**src/rtl/wsd_pkg.sv**
```systemverilog
// shared types, codes and constants of the websocket deframer
`timescale 1ns / 1ps

package wsd_pkg;

  // fixed field widths
  localparam int unsigned ByteW   = 8;
  localparam int unsigned OpW     = 4;
  localparam int unsigned LenW    = 32;
  localparam int unsigned AccW    = 64;
  localparam int unsigned KeyW    = 32;
  localparam int unsigned CountW  = 4;
  localparam int unsigned KindW   = 2;
  localparam int unsigned ErrW    = 3;
  localparam int unsigned CfgIdxW = 1;
  localparam int unsigned CfgW    = 32;

  // default depth of the queue between front and back
  localparam int unsigned QueueDepthDef = 2;

  // header constants
  localparam logic [6:0]      Len7Ext16   = 7'd126;
  localparam logic [6:0]      Len7Ext64   = 7'd127;
  localparam logic [CountW-1:0] Ext16Bytes = 4'd2;
  localparam logic [CountW-1:0] Ext64Bytes = 4'd8;
  localparam logic [CountW-1:0] KeyBytes   = 4'd4;
  localparam logic [LenW-1:0] CtrlMaxLen  = 32'd126;

  // opcodes of the frame header
  localparam logic [OpW-1:0] OpContinuation   = 4'h0;
  localparam logic [OpW-1:0] OpText           = 4'h1;
  localparam logic [OpW-1:0] OpBinary         = 4'h2;
  localparam logic [OpW-1:0] OpReservedDataLo = 4'h3;
  localparam logic [OpW-1:0] OpReservedDataHi = 4'h7;
  localparam logic [OpW-1:0] OpClose          = 4'h8;
  localparam logic [OpW-1:0] OpPing           = 4'h9;
  localparam logic [OpW-1:0] OpPong           = 4'ha;
  localparam logic [OpW-1:0] OpReservedCtrlLo = 4'hb;
  localparam logic [OpW-1:0] OpReservedCtrlHi = 4'hf;

  // register indexes of the configuration port
  localparam logic [CfgIdxW-1:0] CfgClientRole = 1'd0;
  localparam logic [CfgIdxW-1:0] CfgMaxPayload = 1'd1;

  typedef enum logic [2:0] {
    PH_HEAD0,
    PH_HEAD1,
    PH_EXTLEN,
    PH_KEY,
    PH_PAYLOAD
  } phase_e;

  typedef enum logic [KindW-1:0] {
    KIND_HEADER  = 2'd0,
    KIND_PAYLOAD = 2'd1,
    KIND_ERROR   = 2'd2
  } kind_e;

  typedef enum logic [ErrW-1:0] {
    ERR_FRAG_CTRL = 3'd0,
    ERR_CTRL_LONG = 3'd1,
    ERR_MASK      = 3'd2,
    ERR_TOO_BIG   = 3'd3,
    ERR_OPCODE    = 3'd4
  } err_e;

  // configuration seen by the parser
  typedef struct packed {
    logic            client_role;
    logic [LenW-1:0] max_payload;
  } cfg_t;

  // classified item handed from front to back
  typedef struct packed {
    kind_e            kind;
    logic [OpW-1:0]   opcode;
    logic             fin;
    logic [LenW-1:0]  length;
    logic [ByteW-1:0] raw_byte;
    logic [ByteW-1:0] key_byte;
    logic             last;
    err_e             err;
  } q_entry_t;

endpackage

```
**src/rtl/wsd_intf.sv**
```systemverilog
// channel interfaces: received bytes, results and configuration writes
`timescale 1ns / 1ps

interface wsd_byte_if import wsd_pkg::*; ();
  logic             valid;
  logic             ready;
  logic [ByteW-1:0] rx_byte;

  modport source (output valid, output rx_byte, input ready);
  modport sink   (input valid, input rx_byte, output ready);
endinterface

interface wsd_res_if import wsd_pkg::*; ();
  logic             valid;
  logic             ready;
  logic [KindW-1:0] kind;
  logic [OpW-1:0]   frame_opcode;
  logic             fin_flag;
  logic [LenW-1:0]  payload_len;
  logic [ByteW-1:0] data_byte;
  logic             last_of_frame;
  logic [ErrW-1:0]  error_code;

  modport source (output valid, output kind, output frame_opcode, output fin_flag,
                  output payload_len, output data_byte, output last_of_frame,
                  output error_code, input ready);
  modport sink   (input valid, input kind, input frame_opcode, input fin_flag,
                  input payload_len, input data_byte, input last_of_frame,
                  input error_code, output ready);
endinterface

interface wsd_cfg_if import wsd_pkg::*; ();
  logic               valid;
  logic               ready;
  logic [CfgIdxW-1:0] index;
  logic [CfgW-1:0]    data;

  modport source (output valid, output index, output data, input ready);
  modport sink   (input valid, input index, input data, output ready);
endinterface

```
**src/rtl/wsd_front.sv**
```systemverilog
// header parser and payload classifier: one byte per cycle while the queue is not full
`timescale 1ns / 1ps

module wsd_front import wsd_pkg::*; (
  input  logic          clk_i,
  input  logic          rst_ni,
  wsd_byte_if.sink      rx,
  input  cfg_t          cfg_i,
  input  logic          q_full_i,
  output logic          push_o,
  output q_entry_t      entry_o
);

  phase_e            phase_q, phase_d;
  logic [CountW-1:0] cnt_q, cnt_d;
  logic [AccW-1:0]   len_q, len_d;
  logic [KeyW-1:0]   key_q, key_d;
  logic              masked_q, masked_d;
  logic [OpW-1:0]    op_q, op_d;
  logic              fin_q, fin_d;
  logic [LenW-1:0]   size_q, size_d;
  logic [LenW-1:0]   pos_q, pos_d;
  logic              failed_q, failed_d;

  logic              accept;
  logic              step;
  logic [ByteW-1:0]  b;
  logic              len7_ext;
  logic              do_len_done;
  logic              do_finish;
  logic [AccW-1:0]   fin_len;
  logic              fin_masked;
  logic              len_hi;
  logic              control;
  logic              hdr_bad;
  err_e              hdr_err;
  logic [CountW-1:0] cnt_dec;
  logic [CountW-1:0] cnt_inc;
  logic [LenW-1:0]   pos_inc;
  logic [ByteW-1:0]  key_sel;

  assign rx.ready = !q_full_i;
  assign accept   = rx.valid && rx.ready;
  assign step     = accept && !failed_q;
  assign b        = rx.rx_byte;
  assign control  = op_q[3];
  assign len7_ext = (b[6:0] == Len7Ext16) || (b[6:0] == Len7Ext64);
  assign cnt_dec  = (cnt_q != '0) ? cnt_q - 1'b1 : cnt_q;
  assign cnt_inc  = cnt_q + 1'b1;
  assign pos_inc  = pos_q + 1'b1;

  // mask key byte for the current payload position, most significant first
  always_comb begin
    case (pos_q[1:0])
      2'd0:    key_sel = key_q[31:24];
      2'd1:    key_sel = key_q[23:16];
      2'd2:    key_sel = key_q[15:8];
      default: key_sel = key_q[7:0];
    endcase
  end

  // length and mask bit as they stand with the current byte taken in
  always_comb begin
    case (phase_q)
      PH_HEAD1:  fin_len = {{(AccW-7){1'b0}}, b[6:0]};
      PH_EXTLEN: fin_len = {len_q[AccW-ByteW-1:0], b};
      default:   fin_len = len_q;
    endcase
  end

  assign fin_masked  = (phase_q == PH_HEAD1) ? b[7] : masked_q;
  assign do_len_done = step && ((phase_q == PH_HEAD1 && !len7_ext) ||
                                (phase_q == PH_EXTLEN && cnt_dec == '0));
  assign do_finish   = (do_len_done && !fin_masked) ||
                       (step && phase_q == PH_KEY && cnt_inc >= KeyBytes);
  assign len_hi      = |fin_len[AccW-1:LenW];

  // header checks, the first fault in order of precedence wins
  always_comb begin
    hdr_bad = 1'b1;
    hdr_err = ERR_FRAG_CTRL;
    if (control && !fin_q) begin
      hdr_err = ERR_FRAG_CTRL;
    end else if (control && (len_hi || fin_len[LenW-1:0] >= CtrlMaxLen)) begin
      hdr_err = ERR_CTRL_LONG;
    end else if (cfg_i.client_role == fin_masked) begin
      hdr_err = ERR_MASK;
    end else if (len_hi || fin_len[LenW-1:0] > cfg_i.max_payload) begin
      hdr_err = ERR_TOO_BIG;
    end else if ((op_q >= OpReservedDataLo && op_q <= OpReservedDataHi) ||
                 op_q >= OpReservedCtrlLo) begin
      hdr_err = ERR_OPCODE;
    end else begin
      hdr_bad = 1'b0;
    end
  end

  // header state machine: next state
  always_comb begin
    phase_d  = phase_q;
    cnt_d    = cnt_q;
    len_d    = len_q;
    key_d    = key_q;
    masked_d = masked_q;
    op_d     = op_q;
    fin_d    = fin_q;
    size_d   = size_q;
    pos_d    = pos_q;
    failed_d = failed_q;
    if (step) begin
      unique case (phase_q)
        PH_HEAD0: begin
          fin_d   = b[7];
          op_d    = b[OpW-1:0];
          len_d   = '0;
          key_d   = '0;
          cnt_d   = '0;
          phase_d = PH_HEAD1;
        end
        PH_HEAD1: begin
          masked_d = b[7];
          cnt_d    = '0;
          if (len7_ext) begin
            len_d   = '0;
            cnt_d   = (b[6:0] == Len7Ext16) ? Ext16Bytes : Ext64Bytes;
            phase_d = PH_EXTLEN;
          end else begin
            len_d = fin_len;
          end
        end
        PH_EXTLEN: begin
          len_d = fin_len;
          cnt_d = cnt_dec;
        end
        PH_KEY: begin
          key_d = {key_q[KeyW-ByteW-1:0], b};
          cnt_d = cnt_inc;
        end
        PH_PAYLOAD: begin
          pos_d = pos_inc;
          if (pos_inc >= size_q) begin
            phase_d = PH_HEAD0;
          end
        end
        default: begin
          phase_d = PH_HEAD0;
        end
      endcase
      // end of length field: go to key bytes when masked
      if (do_len_done) begin
        cnt_d = '0;
        if (fin_masked) begin
          phase_d = PH_KEY;
        end
      end
      // header complete: stop on a fault, else start the payload
      if (do_finish) begin
        if (hdr_bad) begin
          failed_d = 1'b1;
        end else begin
          size_d  = fin_len[LenW-1:0];
          pos_d   = '0;
          cnt_d   = '0;
          phase_d = (fin_len[LenW-1:0] == '0) ? PH_HEAD0 : PH_PAYLOAD;
        end
      end
    end
  end

  // item pushed into the queue
  always_comb begin
    push_o           = 1'b0;
    entry_o.kind     = KIND_HEADER;
    entry_o.opcode   = op_q;
    entry_o.fin      = fin_q;
    entry_o.length   = size_q;
    entry_o.raw_byte = '0;
    entry_o.key_byte = '0;
    entry_o.last     = 1'b0;
    entry_o.err      = ERR_FRAG_CTRL;
    if (do_finish) begin
      push_o = 1'b1;
      if (hdr_bad) begin
        entry_o.kind   = KIND_ERROR;
        entry_o.err    = hdr_err;
        entry_o.length = '0;
      end else begin
        entry_o.kind   = KIND_HEADER;
        entry_o.length = fin_len[LenW-1:0];
        entry_o.last   = (fin_len[LenW-1:0] == '0);
      end
    end else if (step && phase_q == PH_PAYLOAD) begin
      push_o           = 1'b1;
      entry_o.kind     = KIND_PAYLOAD;
      entry_o.raw_byte = b;
      entry_o.key_byte = masked_q ? key_sel : '0;
      entry_o.last     = (pos_inc >= size_q);
    end
  end

  // registers
  always_ff @(posedge clk_i or negedge rst_ni) begin
    if (!rst_ni) begin
      phase_q  <= PH_HEAD0;
      cnt_q    <= '0;
      len_q    <= '0;
      key_q    <= '0;
      masked_q <= 1'b0;
      op_q     <= '0;
      fin_q    <= 1'b0;
      size_q   <= '0;
      pos_q    <= '0;
      failed_q <= 1'b0;
    end else begin
      phase_q  <= phase_d;
      cnt_q    <= cnt_d;
      len_q    <= len_d;
      key_q    <= key_d;
      masked_q <= masked_d;
      op_q     <= op_d;
      fin_q    <= fin_d;
      size_q   <= size_d;
      pos_q    <= pos_d;
      failed_q <= failed_d;
    end
  end

`ifndef ASSERT_OFF
  // once failed, the parser stays failed until reset
  assert property (@(posedge clk_i) disable iff (!rst_ni) failed_q |=> failed_q)
    else $error("failed flag cleared without reset");
  // nothing reaches the queue after an error
  assert property (@(posedge clk_i) disable iff (!rst_ni) failed_q |-> !push_o)
    else $error("item pushed after error");
  // a payload item is only produced for a non-empty frame
  assert property (@(posedge clk_i) disable iff (!rst_ni)
                   (phase_q == PH_PAYLOAD) |-> (size_q != '0))
    else $error("payload phase with empty frame");
`endif

endmodule

```
**src/rtl/wsd_fifo.sv**
```systemverilog
// short queue of classified items between parser and output stage
`timescale 1ns / 1ps

module wsd_fifo import wsd_pkg::*; #(
  parameter int unsigned Depth = QueueDepthDef
) (
  input  logic     clk_i,
  input  logic     rst_ni,
  input  logic     push_i,
  input  q_entry_t push_data_i,
  output logic     full_o,
  input  logic     pop_i,
  output logic     empty_o,
  output q_entry_t pop_data_o
);

  localparam int unsigned PtrW = (Depth > 1) ? $clog2(Depth) : 1;
  localparam int unsigned CntW = $clog2(Depth + 1);
  localparam logic [PtrW-1:0] LastPtr = PtrW'(Depth - 1);
  localparam logic [CntW-1:0] DepthCnt = CntW'(Depth);

  q_entry_t        mem_q [Depth];
  logic [PtrW-1:0] wr_ptr_q, rd_ptr_q;
  logic [CntW-1:0] count_q;
  logic            do_push, do_pop;

  assign full_o     = (count_q == DepthCnt);
  assign empty_o    = (count_q == '0);
  assign do_push    = push_i && !full_o;
  assign do_pop     = pop_i && !empty_o;
  assign pop_data_o = mem_q[rd_ptr_q];

  // storage
  always_ff @(posedge clk_i) begin
    if (do_push) begin
      mem_q[wr_ptr_q] <= push_data_i;
    end
  end

  // pointers and fill count
  always_ff @(posedge clk_i or negedge rst_ni) begin
    if (!rst_ni) begin
      wr_ptr_q <= '0;
      rd_ptr_q <= '0;
      count_q  <= '0;
    end else begin
      if (do_push) begin
        wr_ptr_q <= (wr_ptr_q == LastPtr) ? '0 : wr_ptr_q + 1'b1;
      end
      if (do_pop) begin
        rd_ptr_q <= (rd_ptr_q == LastPtr) ? '0 : rd_ptr_q + 1'b1;
      end
      if (do_push && !do_pop) begin
        count_q <= count_q + 1'b1;
      end else if (do_pop && !do_push) begin
        count_q <= count_q - 1'b1;
      end
    end
  end

`ifndef ASSERT_OFF
  // the parser never pushes into a full queue
  assert property (@(posedge clk_i) disable iff (!rst_ni) !(push_i && full_o))
    else $error("push into full queue");
  // fill count stays within depth
  assert property (@(posedge clk_i) disable iff (!rst_ni) count_q <= DepthCnt)
    else $error("queue count overflow");
  // the queue is never full and empty at once
  assert property (@(posedge clk_i) disable iff (!rst_ni) !(full_o && empty_o))
    else $error("queue full and empty together");
`endif

endmodule

```
**src/rtl/wsd_back.sv**
```systemverilog
// output stage: unmasks payload bytes and holds the result for the sink
`timescale 1ns / 1ps

module wsd_back import wsd_pkg::*; (
  input  logic      clk_i,
  input  logic      rst_ni,
  input  logic      q_empty_i,
  input  q_entry_t  q_data_i,
  output logic      pop_o,
  wsd_res_if.source res
);

  logic             valid_q;
  kind_e            kind_q;
  logic [OpW-1:0]   op_q;
  logic             fin_q;
  logic [LenW-1:0]  len_q;
  logic [ByteW-1:0] data_q;
  logic             last_q;
  err_e             err_q;
  logic             load;

  assign load  = !q_empty_i && (!valid_q || res.ready);
  assign pop_o = load;

  // valid flag
  always_ff @(posedge clk_i or negedge rst_ni) begin
    if (!rst_ni) begin
      valid_q <= 1'b0;
    end else if (load) begin
      valid_q <= 1'b1;
    end else if (res.ready) begin
      valid_q <= 1'b0;
    end
  end

  // result register, payload bytes unmasked on the way in
  always_ff @(posedge clk_i) begin
    if (load) begin
      kind_q <= q_data_i.kind;
      op_q   <= q_data_i.opcode;
      fin_q  <= q_data_i.fin;
      len_q  <= q_data_i.length;
      data_q <= q_data_i.raw_byte ^ q_data_i.key_byte;
      last_q <= q_data_i.last;
      err_q  <= (q_data_i.kind == KIND_ERROR) ? q_data_i.err : ERR_FRAG_CTRL;
    end
  end

  assign res.valid         = valid_q;
  assign res.kind          = kind_q;
  assign res.frame_opcode  = op_q;
  assign res.fin_flag      = fin_q;
  assign res.payload_len   = len_q;
  assign res.data_byte     = data_q;
  assign res.last_of_frame = last_q;
  assign res.error_code    = err_q;

endmodule

```
**src/rtl/websocket_frame_deframer_unit.sv**
```systemverilog
// websocket frame deframer top level: config registers, parser, queue, output stage
// a taken byte is written into the queue, then loaded into the result register and
// held until the sink takes it; inner header bytes give no result
// throughput: one received byte per cycle; input stalls only when the queue (two
// entries by default) is full behind a held result
// reset: asynchronous, active low; parser waits for a first header byte,
// client_role clears and max_payload sets to all ones
`timescale 1ns / 1ps

module websocket_frame_deframer_unit import wsd_pkg::*; #(
  parameter int unsigned QueueDepth = QueueDepthDef
) (
  input  logic      clk_i,
  input  logic      rst_ni,
  wsd_byte_if.sink  rx_i,
  wsd_cfg_if.sink   cfg_i,
  wsd_res_if.source res_o
);

  cfg_t     cfg_q;
  logic     q_full, q_empty, push, pop;
  q_entry_t push_data, pop_data;

  // configuration registers
  assign cfg_i.ready = 1'b1;

  always_ff @(posedge clk_i or negedge rst_ni) begin
    if (!rst_ni) begin
      cfg_q.client_role <= 1'b0;
      cfg_q.max_payload <= '1;
    end else if (cfg_i.valid) begin
      unique case (cfg_i.index)
        CfgClientRole: cfg_q.client_role <= cfg_i.data[0];
        CfgMaxPayload: cfg_q.max_payload <= cfg_i.data[LenW-1:0];
        default: ;
      endcase
    end
  end

  // parser front
  wsd_front u_front (
    .clk_i    (clk_i),
    .rst_ni   (rst_ni),
    .rx       (rx_i),
    .cfg_i    (cfg_q),
    .q_full_i (q_full),
    .push_o   (push),
    .entry_o  (push_data)
  );

  // queue between front and back
  wsd_fifo #(
    .Depth (QueueDepth)
  ) u_fifo (
    .clk_i       (clk_i),
    .rst_ni      (rst_ni),
    .push_i      (push),
    .push_data_i (push_data),
    .full_o      (q_full),
    .pop_i       (pop),
    .empty_o     (q_empty),
    .pop_data_o  (pop_data)
  );

  // output back
  wsd_back u_back (
    .clk_i     (clk_i),
    .rst_ni    (rst_ni),
    .q_empty_i (q_empty),
    .q_data_i  (pop_data),
    .pop_o     (pop),
    .res       (res_o)
  );

endmodule
```
**src/flat_wrapper.sv**
```systemverilog
// flat-port wrapper written by rule: the top's interface ports become plain ports
module websocket_frame_deframer_unit_flat import wsd_pkg::*;
#(
  parameter int unsigned QueueDepth = QueueDepthDef
)
  (clk_i, rst_ni, rx_i_valid, rx_i_rx_byte, rx_i_ready, cfg_i_valid, cfg_i_index, cfg_i_data, cfg_i_ready, res_o_valid, res_o_kind, res_o_frame_opcode, res_o_fin_flag, res_o_payload_len, res_o_data_byte, res_o_last_of_frame, res_o_error_code, res_o_ready);
  wsd_byte_if rx_i_i ();
  wsd_cfg_if cfg_i_i ();
  wsd_res_if res_o_i ();
  input  logic clk_i;
  input  logic rst_ni;
  input wire logic [$bits(rx_i_i.valid)-1:0] rx_i_valid;
  input wire logic [$bits(rx_i_i.rx_byte)-1:0] rx_i_rx_byte;
  output wire logic [$bits(rx_i_i.ready)-1:0] rx_i_ready;
  input wire logic [$bits(cfg_i_i.valid)-1:0] cfg_i_valid;
  input wire logic [$bits(cfg_i_i.index)-1:0] cfg_i_index;
  input wire logic [$bits(cfg_i_i.data)-1:0] cfg_i_data;
  output wire logic [$bits(cfg_i_i.ready)-1:0] cfg_i_ready;
  output wire logic [$bits(res_o_i.valid)-1:0] res_o_valid;
  output wire logic [$bits(res_o_i.kind)-1:0] res_o_kind;
  output wire logic [$bits(res_o_i.frame_opcode)-1:0] res_o_frame_opcode;
  output wire logic [$bits(res_o_i.fin_flag)-1:0] res_o_fin_flag;
  output wire logic [$bits(res_o_i.payload_len)-1:0] res_o_payload_len;
  output wire logic [$bits(res_o_i.data_byte)-1:0] res_o_data_byte;
  output wire logic [$bits(res_o_i.last_of_frame)-1:0] res_o_last_of_frame;
  output wire logic [$bits(res_o_i.error_code)-1:0] res_o_error_code;
  input wire logic [$bits(res_o_i.ready)-1:0] res_o_ready;
  assign rx_i_i.valid = rx_i_valid;
  assign rx_i_i.rx_byte = rx_i_rx_byte;
  assign rx_i_ready = rx_i_i.ready;
  assign cfg_i_i.valid = cfg_i_valid;
  assign cfg_i_i.index = cfg_i_index;
  assign cfg_i_i.data = cfg_i_data;
  assign cfg_i_ready = cfg_i_i.ready;
  assign res_o_valid = res_o_i.valid;
  assign res_o_kind = res_o_i.kind;
  assign res_o_frame_opcode = res_o_i.frame_opcode;
  assign res_o_fin_flag = res_o_i.fin_flag;
  assign res_o_payload_len = res_o_i.payload_len;
  assign res_o_data_byte = res_o_i.data_byte;
  assign res_o_last_of_frame = res_o_i.last_of_frame;
  assign res_o_error_code = res_o_i.error_code;
  assign res_o_i.ready = res_o_ready;
  websocket_frame_deframer_unit #(.QueueDepth(QueueDepth)) u_core (.clk_i(clk_i), .rst_ni(rst_ni), .rx_i(rx_i_i), .cfg_i(cfg_i_i), .res_o(res_o_i));
endmodule
```
**config.mk**
```make
export PLATFORM = sky130hd
export DESIGN_NAME = websocket_frame_deframer_unit_flat
export DESIGN_NICKNAME = d
export VERILOG_FILES = /design/src/rtl/wsd_pkg.sv /design/src/rtl/wsd_intf.sv /design/src/rtl/wsd_front.sv /design/src/rtl/wsd_fifo.sv /design/src/rtl/wsd_back.sv /design/src/rtl/websocket_frame_deframer_unit.sv /design/src/flat_wrapper.sv
export SDC_FILE = /design/constraint.sdc
export NUM_CORES = 1
export LEC_CHECK = 0
export ABC_AREA = 1
export BUFFER_PORTS_ARGS = -buffer_cell sky130_fd_sc_hd__buf_4
export CORE_MARGIN = 2
export CORE_UTILIZATION = 56
export DETAILED_ROUTE_END_ITERATION = 10
export PLACE_DENSITY = 0.77
export SLEW_MARGIN = 25
export SYNTH_ARGS = -nofsm -noshare
export SYNTH_HDL_FRONTEND = slang
export SYNTH_SLANG_ARGS = --single-unit
```
**constraint.sdc**
```tcl
create_clock -name clk_i -period 4.6 [get_ports clk_i]
set_clock_uncertainty 0.15 [all_clocks]
set_input_delay 1.38 -clock clk_i [delete_from_list [all_inputs] [get_ports clk_i]]
set_output_delay 1.38 -clock clk_i [all_outputs]
set_load 0.01 [all_outputs]
```
==> results of run 1 <==
==> critical path, stage by stage (launching register included) <==
cell and delay, ps:
dfrtp_1 500, inv_2 150, nand3_4 130, nand2_2 200, buf_4 240, o21ai_1 500, ha_1 240, nand2_1 50
nor2_1 80, nand2_1 80, nor4_1 330, buf_4 200, nand2_1 50, nand2_1 90, nand3_1 150, nor2_2 180
nand3_2 100, clkinv_2 110, buf_12 240, nand2_1 120, o21ai_0 160
==> cells by family after synthesis <==
group	share of synthesized area
AO/OA/AOI/OAI	0.114
multiplexers	0.000540
AND/OR/NAND/NOR	0.174
other	0.000202
XOR/XNOR	0.0236
buffers and inverters	0.0778
flip-flops	0.562
adder cells (fa/ha/maj)	0.0486
==> metrics by stage <==
stage / hold WS (ps) / util
floorplan: 272 / -
global placement: 288 / 0.609
detailed placement: 290 / 0.609
CTS: 336 / 0.653
global route: 365 / 0.653
finish: 331 / 0.653
==> cells in the final DEF (no fill, tap or decap), drive strengths merged, types with 3 or more instances in the layout <==
cell / instances
a221oi: 8
a21oi: 91
nand3: 148
xnor2: 12
clkinv: 16
nor3: 19
a31oi: 3
nand4: 18
clkbuf: 53
a2111oi: 8
o22ai: 46
nand2: 434
ha: 72
nor2: 151
buf: 139
bufinv: 6
dfstp: 32
edfxtp: 169
nor4: 3
nand3b: 3
o21ai: 227
inv: 284
dfrtp: 180
xor2: 38
==> flip-flops by register name, indices dropped and copies added, names as in the netlist, 3 cells and up <==
name	cells
u_core.u_front.cnt_q	4
u_core.u_front.len_q	64
u_core.u_front.op_q	4
u_core.u_back.res.data_byte	8
u_core.u_back.res.payload_len	32
u_core.u_front.key_q	32
u_core.u_front.pos_q	32
u_core.u_back.res.error_code	3
u_core.u_front.phase_q	3
u_core.u_fifo.mem_q	118
u_core.cfg_q	33
u_core.u_back.res.frame_opcode	4
u_core.u_front.size_q	32
==> layout make-up <==
| type | count | area, sq um | area share |
|---|---|---|---|
| clock buffers | 52 | 1100 | 0.0515 |
| clock inverters | 24 | 323 | 0.0152 |
| inverters | 284 | 1070 | 0.0501 |
| multi-input cells | 1293 | 6730 | 0.316 |
| flip-flops and latches | 381 | 10400 | 0.489 |
| well taps | 442 | 553 | 0.0260 |
| repair buffers | 140 | 1110 | 0.0520 |
==> layer usage <==
metal,track usage,wire [um]
met1,0.374,19200
met2,0.420,20500
met3,0.0483,3770
met4,0.0759,994
met5,0,0
==> report_power, final <==
group          internal (W)  switching (W)  total (W)
Clock               0.00205        0.00138    0.00343
Sequential          0.00387      0.0000692    0.00394
Combinational      0.000375       0.000634    0.00101
==> worst paths after layout <==
| check | from | slack [ps] | to | cells after the start |
|---|---|---|---|---|
| worst min-delay path | u_core.cfg_q[22]$_DFFE_PN1P_ | 330 | u_core.cfg_q[22]$_DFFE_PN1P_ | 2 |
| worst max-delay path | u_core.u_front.phase_q[2]$_DFFE_PN0P_ | 310 | u_core.u_fifo.mem_q[0][51]$_DFFE_PP_ | 20 |
| worst max register to register | u_core.u_front.phase_q[2]$_DFFE_PN0P_ | 310 | u_core.u_fifo.mem_q[0][51]$_DFFE_PP_ | 20 |
| worst min register to register | u_core.cfg_q[22]$_DFFE_PN1P_ | 330 | u_core.cfg_q[22]$_DFFE_PN1P_ | 2 |
| max in group asynchronous | rst_ni | 2700 | u_core.cfg_q[12]$_DFFE_PN1P_ | 2 |
| min in group asynchronous | rst_ni | 710 | u_core.u_front.len_q[59]$_DFFE_PN0P_ | 1 |
==> what timing repair did <==
| item | CTS | global route |
|---|---|---|
| setup endpoints to repair | 0 | 68 |
| endpoints found under the hold margin | 0 | 0 |
| gates resized for setup | 0 | 2 |
==> flow_metrics.env, run 1 <==
export IMPL_clk_path_buf_depth=3
export IMPL_async_flop_share=0.556
export IMPL_track_usage=0.264
export IMPL_wl_um=44400
export IMPL_initial_core_util=0.569
export IMPL_dp_hpwl_um=30600
export IMPL_grt_pass1_vias=13800
export IMPL_drive_gt1_frac=0.115
export IMPL_routed_via_count=14500
export IMPL_viasPerCell=5.52
export IMPL_cts_setup_buffers=0
export IMPL_end_kind="register"
export IMPL_n_antenna_cell=0
export IMPL_wl_per_cell_um=17.0
export IMPL_layout_setup_ws_ps=311
export IMPL_rows=66
export IMPL_slew_violations=0
export IMPL_routabilityCongestion=0.897
export IMPL_ys_seq_area_frac=0.562
export IMPL_setup_violations=0
export IMPL_synth_flop_cell="dfrtp_1"
export IMPL_synth_edf_count=169
export IMPL_place_area_sq_um=19900
export IMPL_hp_class="register to register"
export IMPL_min_period_over_period=0.932
export IMPL_grt_first_pass_wirelength_um=71100
export IMPL_hold_viol_final=0
export IMPL_tns_ps=0
export IMPL_port_buffers=98
export IMPL_dr_pass1_iters=6
export IMPL_fin_nets=2259
export IMPL_synth_most_common_cell="nand2_1"
export IMPL_leakagePower_nw=10.2
export IMPL_cts_tree="yes"
export IMPL_numPlacedInstances=2540
export IMPL_htree_levels=2
export IMPL_antenna_found_initial=0
export IMPL_ctsHoldBuffers=0
export IMPL_synthToLayoutAreaGrowth_pct=14.8
export IMPL_required_ps=4790
export IMPL_dieArea_sq_um=34600
export IMPL_cts_buffers=41
export IMPL_rsz0062_at_grt="false"
export IMPL_fin_crit_ps=4290
export IMPL_ir_drop_mv=0.342
export IMPL_drt_iter0_markers=1546
export IMPL_syn_area_per_cell_sq_um=9.06
export IMPL_grt_max_degree=95
export IMPL_crit_fanout=58
export IMPL_run_status="finished clean"
export IMPL_die_height_um=186
export IMPL_fmax_ghz=0.233
export IMPL_synth_top_area_share=0.274
export IMPL_yosysTopAreaCell="edfxtp_1"
export IMPL_drv_cap=0
export IMPL_final_cell_count_no_fill=2616
export IMPL_fillCellCount=2565
export IMPL_syn_inst=2048
export IMPL_clock_sinks=381
export IMPL_ys_ff_latch=381
export IMPL_ys_warn_count=0
export IMPL_core_sq_um=32600
export IMPL_synth_area_sq_um=18600
export IMPL_place_ws_ps=291
export IMPL_clk_latency_ps=550
export IMPL_io_pins=100
export IMPL_design_area_sq_um=21300
export IMPL_cts_clk_slew_worst_paths_ps=60
export IMPL_critPathLaunchType="register"
export IMPL_clockRootBuffer="clkbuf_16"
export IMPL_syn_nets=2166
export IMPL_synth_distinct_cells=41
export IMPL_max_slew_margin=0.265
export IMPL_drcViolationCount=0
export IMPL_yosys_top_cells_count="nand2_1, inv_1, o21ai_0"
export IMPL_powerDensity_nw_per_um2=393
export IMPL_criticalPathCategory="register to register"
export IMPL_worstPathArrival_ps=4480
export IMPL_worst_pin_slew_ps=1100
export IMPL_fp_dieW_um=186
export IMPL_grt_overflow_total=0
export IMPL_power_total_w=0.00838
export IMPL_synthTopCellsByArea="edfxtp_1, dfrtp_1, nand2_1, inv_1, o21ai_0"
export IMPL_antenna_left=0
(Power assumes the default switching activity.)
==> run 2: changes to the inputs <==
--- a/config.mk
+++ b/config.mk
@@ -7,6 +7,7 @@
 export LEC_CHECK = 0
 export ABC_AREA = 1
 export BUFFER_PORTS_ARGS = -buffer_cell sky130_fd_sc_hd__buf_4
+export CAP_MARGIN = 20
 export CORE_MARGIN = 2
 export CORE_UTILIZATION = 56
 export DETAILED_ROUTE_END_ITERATION = 10
@@ -14,4 +15,5 @@
 export SLEW_MARGIN = 25
 export SYNTH_ARGS = -nofsm -noshare
 export SYNTH_HDL_FRONTEND = slang
+export SYNTH_HIERARCHICAL = 1
 export SYNTH_SLANG_ARGS = --single-unit
==> flow_metrics.env, run 2 <==
export IMPL_fin_util=0.642
export IMPL_port_buffers=98
export IMPL_max_slew_margin=0.357
export IMPL_synthAdderAreaFrac=0.0476
export IMPL_synth_top_family_by_area="simple AND/OR/NAND/NOR gates"
export IMPL_crit_cells=20
export IMPL_antenna_found_initial=1
export IMPL_fp_dieW_um=188
export IMPL_reg2reg_depth=20
export IMPL_syn_inst=2143
export IMPL_grt_pass1_vias=14400
export IMPL_synthToLayoutAreaGrowth_pct=13.3
export IMPL_largest_register="u_core/u_fifo/mem_q"
export IMPL_crit_fanout=60
export IMPL_reg_top3="u_core/u_fifo/mem_q x118, u_core/u_front/len_q x64, u_core/cfg_q x33"
export IMPL_synth_xor_area_frac=0.0148
export IMPL_io_pins=100
export IMPL_critPathBufInv=4
export IMPL_dr_pass1_iters=5
export IMPL_fin_nets=2349
export IMPL_synth_top_area_share=0.268
export IMPL_powerDensity_nw_per_um2=334
export IMPL_yosysTopAreaCell="edfxtp_1"
export IMPL_synth_area_sq_um=18900
export IMPL_initial_core_util=0.567
export IMPL_most_common_layout_cells="nand2_1, inv_1, o21ai_0"
export IMPL_ys_warn_count=6
export IMPL_cts_buffers=40
export IMPL_final_common_cell="nand2_1"
export IMPL_ys_ff_latch=381
export IMPL_wl_per_cell_um=17.8
export IMPL_antenna_left=0
export IMPL_slew_violations=0
export IMPL_synth_compound_area_frac=0.0957
export IMPL_leakagePower_nw=10.3
export IMPL_drt_iter0_markers=1484
export IMPL_slowest_delay_ps=410
export IMPL_dieArea_sq_um=35300
export IMPL_cts_clk_slew_worst_paths_ps=60
export IMPL_yosys_top_cells_count="nand2_1, inv_1, o21ai_0"
export IMPL_rows=67
export IMPL_routabilityCongestion=0.972
export IMPL_synth_most_common_cell="nand2_1"
export IMPL_htree_levels=2
export IMPL_fmax_ghz=0.234
export IMPL_core_sq_um=33400
export IMPL_required_ps=4790
export IMPL_tns_ps=0
export IMPL_routed_via_count=15000
export IMPL_run_status="finished clean"
export IMPL_largest_reg_flops=118
export IMPL_r2r_start="u_core/u_front/phase_q[2]$_DFFE_PN0P_"
export IMPL_cts_tree="yes"
export IMPL_clock_sinks=381
export IMPL_fin_crit_ps=4280
export IMPL_viasPerCell=5.55
export IMPL_ctsHoldBuffers=0
export IMPL_track_usage=0.277
export IMPL_ir_drop_mv=0.305
export IMPL_criticalPathCategory="register to register"
export IMPL_clockRootBuffer="clkbuf_16"
export IMPL_drive_gt1_frac=0.117
export IMPL_min_from="u_core/u_front/failed_q$_DFFE_PN0P_"
export IMPL_syn_nets=2261
export IMPL_worst_pin_slew_ps=964
export IMPL_die_height_um=188
export IMPL_rsz0062_at_grt="false"
export IMPL_clk_path_buf_depth=3
export IMPL_min_period_over_period=0.930
export IMPL_end_kind="register"
export IMPL_drcViolationCount=0
export IMPL_cpMostUsedCell="nand2_1"
export IMPL_worstPathArrival_ps=4470
export IMPL_holdPathStages=2
export IMPL_async_flop_share=0.556
export IMPL_syn_area_per_cell_sq_um=8.82
export IMPL_grt_max_degree=113
export IMPL_synth_simple_gate_area_frac=0.213
export IMPL_synthMuxAreaShare=0
export IMPL_path_delay_family="simple AND/OR/NAND/NOR gates"
export IMPL_drv_cap=0
export IMPL_synth_edf_count=169
export IMPL_synthTopCellsByArea="edfxtp_1, dfrtp_1, nand2_1, o21ai_0, inv_1"
export IMPL_clk_latency_ps=550
export IMPL_crit_slowest_cell="dfrtp_1"
export IMPL_critPathLaunch="u_core/u_front/phase_q[2]$_DFFE_PN0P_"
export IMPL_wl_um=48400
export IMPL_dp_hpwl_um=34100
export IMPL_setup_violations=0
export IMPL_hp_class="register to register"
export IMPL_ys_seq_area_frac=0.551
export IMPL_synth_distinct_cells=44
export IMPL_path_cells="inv_2 > nand3_2 > inv_2 > nand2_1 > o21ai_1 > ha_1 > a21oi_1 > o21ai_0 > a21oi_1 > nand2_1 > nand2_1 > nand2_1 > nand2_1 > nand3_2 > nor2_2 > nand3_2 > clkinv_2 > buf_6 > nand2_1 > o21ai_0"
export IMPL_hold_viol_final=0
export IMPL_grt_overflow_total=0
export IMPL_holdWs_ps=301
export IMPL_critPathLaunchType="register"
export IMPL_synth_flop_cell="dfrtp_1"
export IMPL_grt_first_pass_wirelength_um=77000
## run 2: changes by cell type in the layout (fill, tap and decap cells not counted), sizes merged, moves of 8 or more
| cell | change |
|---|---|
| xnor2 | -10 |
| nand3 | -15 |
| xor2 | -8 |
| nand2 | +223 |
| nor2 | -11 |
| inv | -36 |
| a21oi | -37 |
| o22ai | -16 |
## run 2: worst register-to-register path: cells and delay by family (launching register included)
family | cells | cell delay [ps]
buffers and inverters | 4 | 950
DFF | 1 | 410
and+or+nand+nor | 10 | 1180
AOI/OAI and AO/OA | 5 | 1020
adders and majority gates | 1 | 360
## run 2: path summary, 6_finish.rpt
check / to / slack (ps)
setup reg to reg: u_core/u_fifo/mem_q[0][22]$_DFFE_PP_ / 320
hold / removal: u_core/u_front/failed_q$_DFFE_PN0P_ / 300
max in group asynchronous: u_core/u_front/key_q[13]$_DFFE_PN0P_ / 2720
min in group asynchronous: u_core/u_front/len_q[7]$_DFFE_PN0P_ / 730
setup / recovery: u_core/u_fifo/mem_q[0][22]$_DFFE_PP_ / 320
hold reg to reg: u_core/u_front/failed_q$_DFFE_PN0P_ / 300
## run 2: cell families after synthesis
logic type	count (synthesis)
xor gates and xnor gates	32
AOI/OAI and AO/OA	335
DFF	381
other	1
buffers and inverters	342
and+or+nand+nor	980
adders and majority gates	72
## run 2: per-stage QoR
stage / cell area (sq um) / total power [W] / cells / worst slack [ps]
6_report: 21400 / 0.00716 / 2712 / 321
5_1_grt: 21400 / 0.00738 / 2712 / 37.0
4_1_cts: 21400 / 0.00722 / 2711 / 195
3_5_place_dp: 20100 / 0.00392 / 2637 / 117
3_3_place_gp: 20100 / 0.00391 / 2637 / 163
2_1_floorplan: 18900 / 0.00380 / 2143 / 9.71
## run 2: report_power, final
group	leakage [nW]	internal [W]	switching [W]	total [W]
clock	0.655	0.00195	0.00136	0.00331
sequential	3.87	0.00360	0.0000248	0.00362
combinational	5.73	0.0000806	0.000150	0.000231
total	10.3	0.00562	0.00153	0.00716
## run 2: what timing repair did
action,CTS,global route
resized for setup,0,3
buffers inserted,0,0
setup endpoints to repair,0,70
## run 2: per-layer routing
metal	global-route usage	part of all wire	routed length [um]	vias to the layer above
met5	0	0	0	-
met1	0.400	0.43	20800	7059
met4	0.0954	0.030	1470	0
met3	0.0474	0.092	4450	106
li1	-	-	-	7219
met2	0.426	0.45	21700	659
## run 2: area by class of cell
| type | count | area, sq um |
|---|---|---|
| Clock inverter | 22 | 265 |
| Tap cell | 448 | 561 |
| Clock buffer | 52 | 1080 |
| Multi-Input combinational cell | 1420 | 7050 |
| Antenna cell | 1 | 2.50 |
| Fill cell | 2748 | 11900 |
| Timing Repair Buffer | 139 | 1120 |
| Sequential cell | 381 | 10400 |
| Inverter | 249 | 942 |
==> run 3: changes to the inputs <==
--- a/config.mk
+++ b/config.mk
@@ -6,8 +6,7 @@
 export NUM_CORES = 1
 export LEC_CHECK = 0
 export ABC_AREA = 1
-export BUFFER_PORTS_ARGS = -buffer_cell sky130_fd_sc_hd__buf_4
-export CAP_MARGIN = 20
+export BUFFER_PORTS_ARGS = -buffer_cell sky130_fd_sc_hd__buf_2
 export CORE_MARGIN = 2
 export CORE_UTILIZATION = 56
 export DETAILED_ROUTE_END_ITERATION = 10
==> flow_metrics.env, run 3 (synthesis gave the netlist of run 2 again) <==
export IMPL_path_delay_family="simple AND/OR/NAND/NOR gates"
export IMPL_drcViolationCount=0
export IMPL_crit_cells=20
export IMPL_reg2reg_to="u_core/u_fifo/mem_q[0][22]$_DFFE_PP_"
export IMPL_powerDensity_nw_per_um2=338
export IMPL_routabilityCongestion=0.965
export IMPL_cts_tree="yes"
export IMPL_clk_latency_ps=540
export IMPL_r2r_start="u_core/u_front/phase_q[2]$_DFFE_PN0P_"
export IMPL_dp_hpwl_um=32800
export IMPL_fin_nets=2340
export IMPL_critPathLaunchType="register"
export IMPL_critPathBufInv=5
export IMPL_clockRootBuffer="clkbuf_16"
export IMPL_reg_top3="u_core/u_fifo/mem_q x118, u_core/u_front/len_q x64, u_core/cfg_q x33"
export IMPL_final_cell_count_no_fill=2702
export IMPL_fmax_ghz=0.231
export IMPL_largest_register="u_core/u_fifo/mem_q"
export IMPL_path_cells="inv_2 > nand3_2 > inv_2 > buf_4 > nand2_1 > o21ai_0 > ha_1 > a21oi_1 > o21a_1 > nand2_1 > a21oi_1 > nand2_1 > nand2_1 > nand3_2 > nor2_2 > nand3_2 > clkinv_2 > buf_12 > nand2_1 > o21ai_0"
export IMPL_htree_levels=2
export IMPL_cts_resized=0
export IMPL_die_height_um=188
export IMPL_final_common_cell="nand2_1"
export IMPL_core_sq_um=33400
export IMPL_clk_path_buf_depth=3
export IMPL_most_common_layout_cells="nand2_1, inv_1, o21ai_0"
export IMPL_drive_gt1_frac=0.112
export IMPL_reg2reg_depth=20
export IMPL_dr_pass1_iters=6
export IMPL_viasPerCell=5.59
export IMPL_cts_clk_slew_worst_paths_ps=60
export IMPL_critPathLaunch="u_core/u_front/phase_q[2]$_DFFE_PN0P_"
export IMPL_r2r_slack_ps=260
export IMPL_cts_buffers=40
export IMPL_leakagePower_nw=10.1
export IMPL_cpMostUsedCell="nand2_1"
export IMPL_dieArea_sq_um=35300
export IMPL_grt_max_degree=113
export IMPL_drt_iter0_markers=1430
export IMPL_slew_violations=0
export IMPL_cts_setup_buffers=0
export IMPL_io_pins=100
export IMPL_routed_via_count=15100
export IMPL_crit_fanout=60
export IMPL_initial_core_util=0.567
export IMPL_worstPathArrival_ps=4510
export IMPL_ctsHoldBuffers=0
export IMPL_grt_first_pass_wirelength_um=76800
export IMPL_fin_crit_ps=4340
export IMPL_grt_pass1_vias=14300
export IMPL_ir_drop_mv=0.234
export IMPL_antenna_left=0
export IMPL_setup_violations=0
export IMPL_criticalPathCategory="register to register"
export IMPL_wl_per_cell_um=17.7
export IMPL_design_area_sq_um=21200
export IMPL_largest_reg_flops=118
export IMPL_antenna_found_initial=1
export IMPL_numPlacedInstances=2628
export IMPL_power_total_w=0.00716
export IMPL_tns_ps=0
export IMPL_slowest_delay_ps=440
export IMPL_max_slew_margin=0.335
export IMPL_synthToLayoutAreaGrowth_pct=11.9
export IMPL_wl_um=47800
export IMPL_hp_class="register to register"
export IMPL_crit_slowest_cell="dfrtp_1"
export IMPL_end_kind="register"
export IMPL_clock_sinks=381
export IMPL_hold_viol_final=0
export IMPL_grt_overflow_total=0
export IMPL_rows=67
export IMPL_place_area_sq_um=19800
export IMPL_rsz0062_at_grt="false"
export IMPL_crit_end="u_core/u_fifo/mem_q[0][22]$_DFFE_PP_"
export IMPL_worst_pin_slew_ps=998
export IMPL_fp_dieW_um=188
export IMPL_port_buffers=98
export IMPL_run_status="finished clean"
export IMPL_required_ps=4770
export IMPL_min_period_over_period=0.943
export IMPL_drv_cap=0
export IMPL_track_usage=0.274
## run 3: cell count changes in the layout (fill, tap and decap cells not counted), sizes merged
cell,delta
buf,-9
clkbuf,+7
clkinv,-4
clkinvlp,-3
bufinv,-1
## run 3: worst min path at each step
stage,cells past startpoint,end,startpoint
after floorplan,2,u_core/u_front/failed_q$_DFFE_PN0P_,u_core/u_front/failed_q$_DFFE_PN0P_
after global routing,2,u_core/cfg_q[30]$_DFFE_PN1P_,u_core/cfg_q[30]$_DFFE_PN1P_
final,2,u_core/cfg_q[9]$_DFFE_PN1P_,u_core/cfg_q[9]$_DFFE_PN1P_
after global placement,2,u_core/u_front/failed_q$_DFFE_PN0P_,u_core/u_front/failed_q$_DFFE_PN0P_
after CTS,2,u_core/u_front/failed_q$_DFFE_PN0P_,u_core/u_front/failed_q$_DFFE_PN0P_
after detailed placement,2,u_core/u_front/failed_q$_DFFE_PN0P_,u_core/u_front/failed_q$_DFFE_PN0P_
## run 3: cell type report
cell class / count / area [sq um]
Tap cell: 448 / 561
Clock buffer: 59 / 1160
Multi-Input combinational cell: 1420 / 7050
Clock inverter: 14 / 200
Inverter: 249 / 938
Antenna cell: 1 / 2.50
Fill cell: 2765 / 12200
Sequential cell: 381 / 10400
Timing Repair Buffer: 130 / 827
## run 3: where the power goes
group	switching, W	internal (W)	total [W]
Sequential	0.0000253	0.00360	0.00362
Combinational	0.000154	0.0000695	0.000223
Clock	0.00132	0.00199	0.00332
Total	0.00150	0.00566	0.00716
## run 3: routing by layer
| layer | up-vias | GRT usage | part of all wire |
|---|---|---|---|
| met5 | - | 0 | 0 |
| met3 | 95 | 0.0457 | 0.086 |
| met1 | 7161 | 0.399 | 0.43 |
| met4 | 0 | 0.0790 | 0.025 |
| li1 | 7180 | - | - |
| met2 | 667 | 0.425 | 0.46 |
## run 3: worst min-delay path, stage by stage (launching register included)
cell and delay [ps]:
dfstp_2 360, nand2_1 50, nand2_1 40
## run 3: metrics by stage
stage | hold slack (ps) | util | setup WS, ps
final | 311 | 0.634 | 264
after detailed placement | 296 | 0.593 | 264
after global routing | 329 | 0.634 | 10.7
after floorplan | 272 | - | 9.71
after CTS | 311 | 0.634 | 378
after global placement | 288 | 0.593 | 325
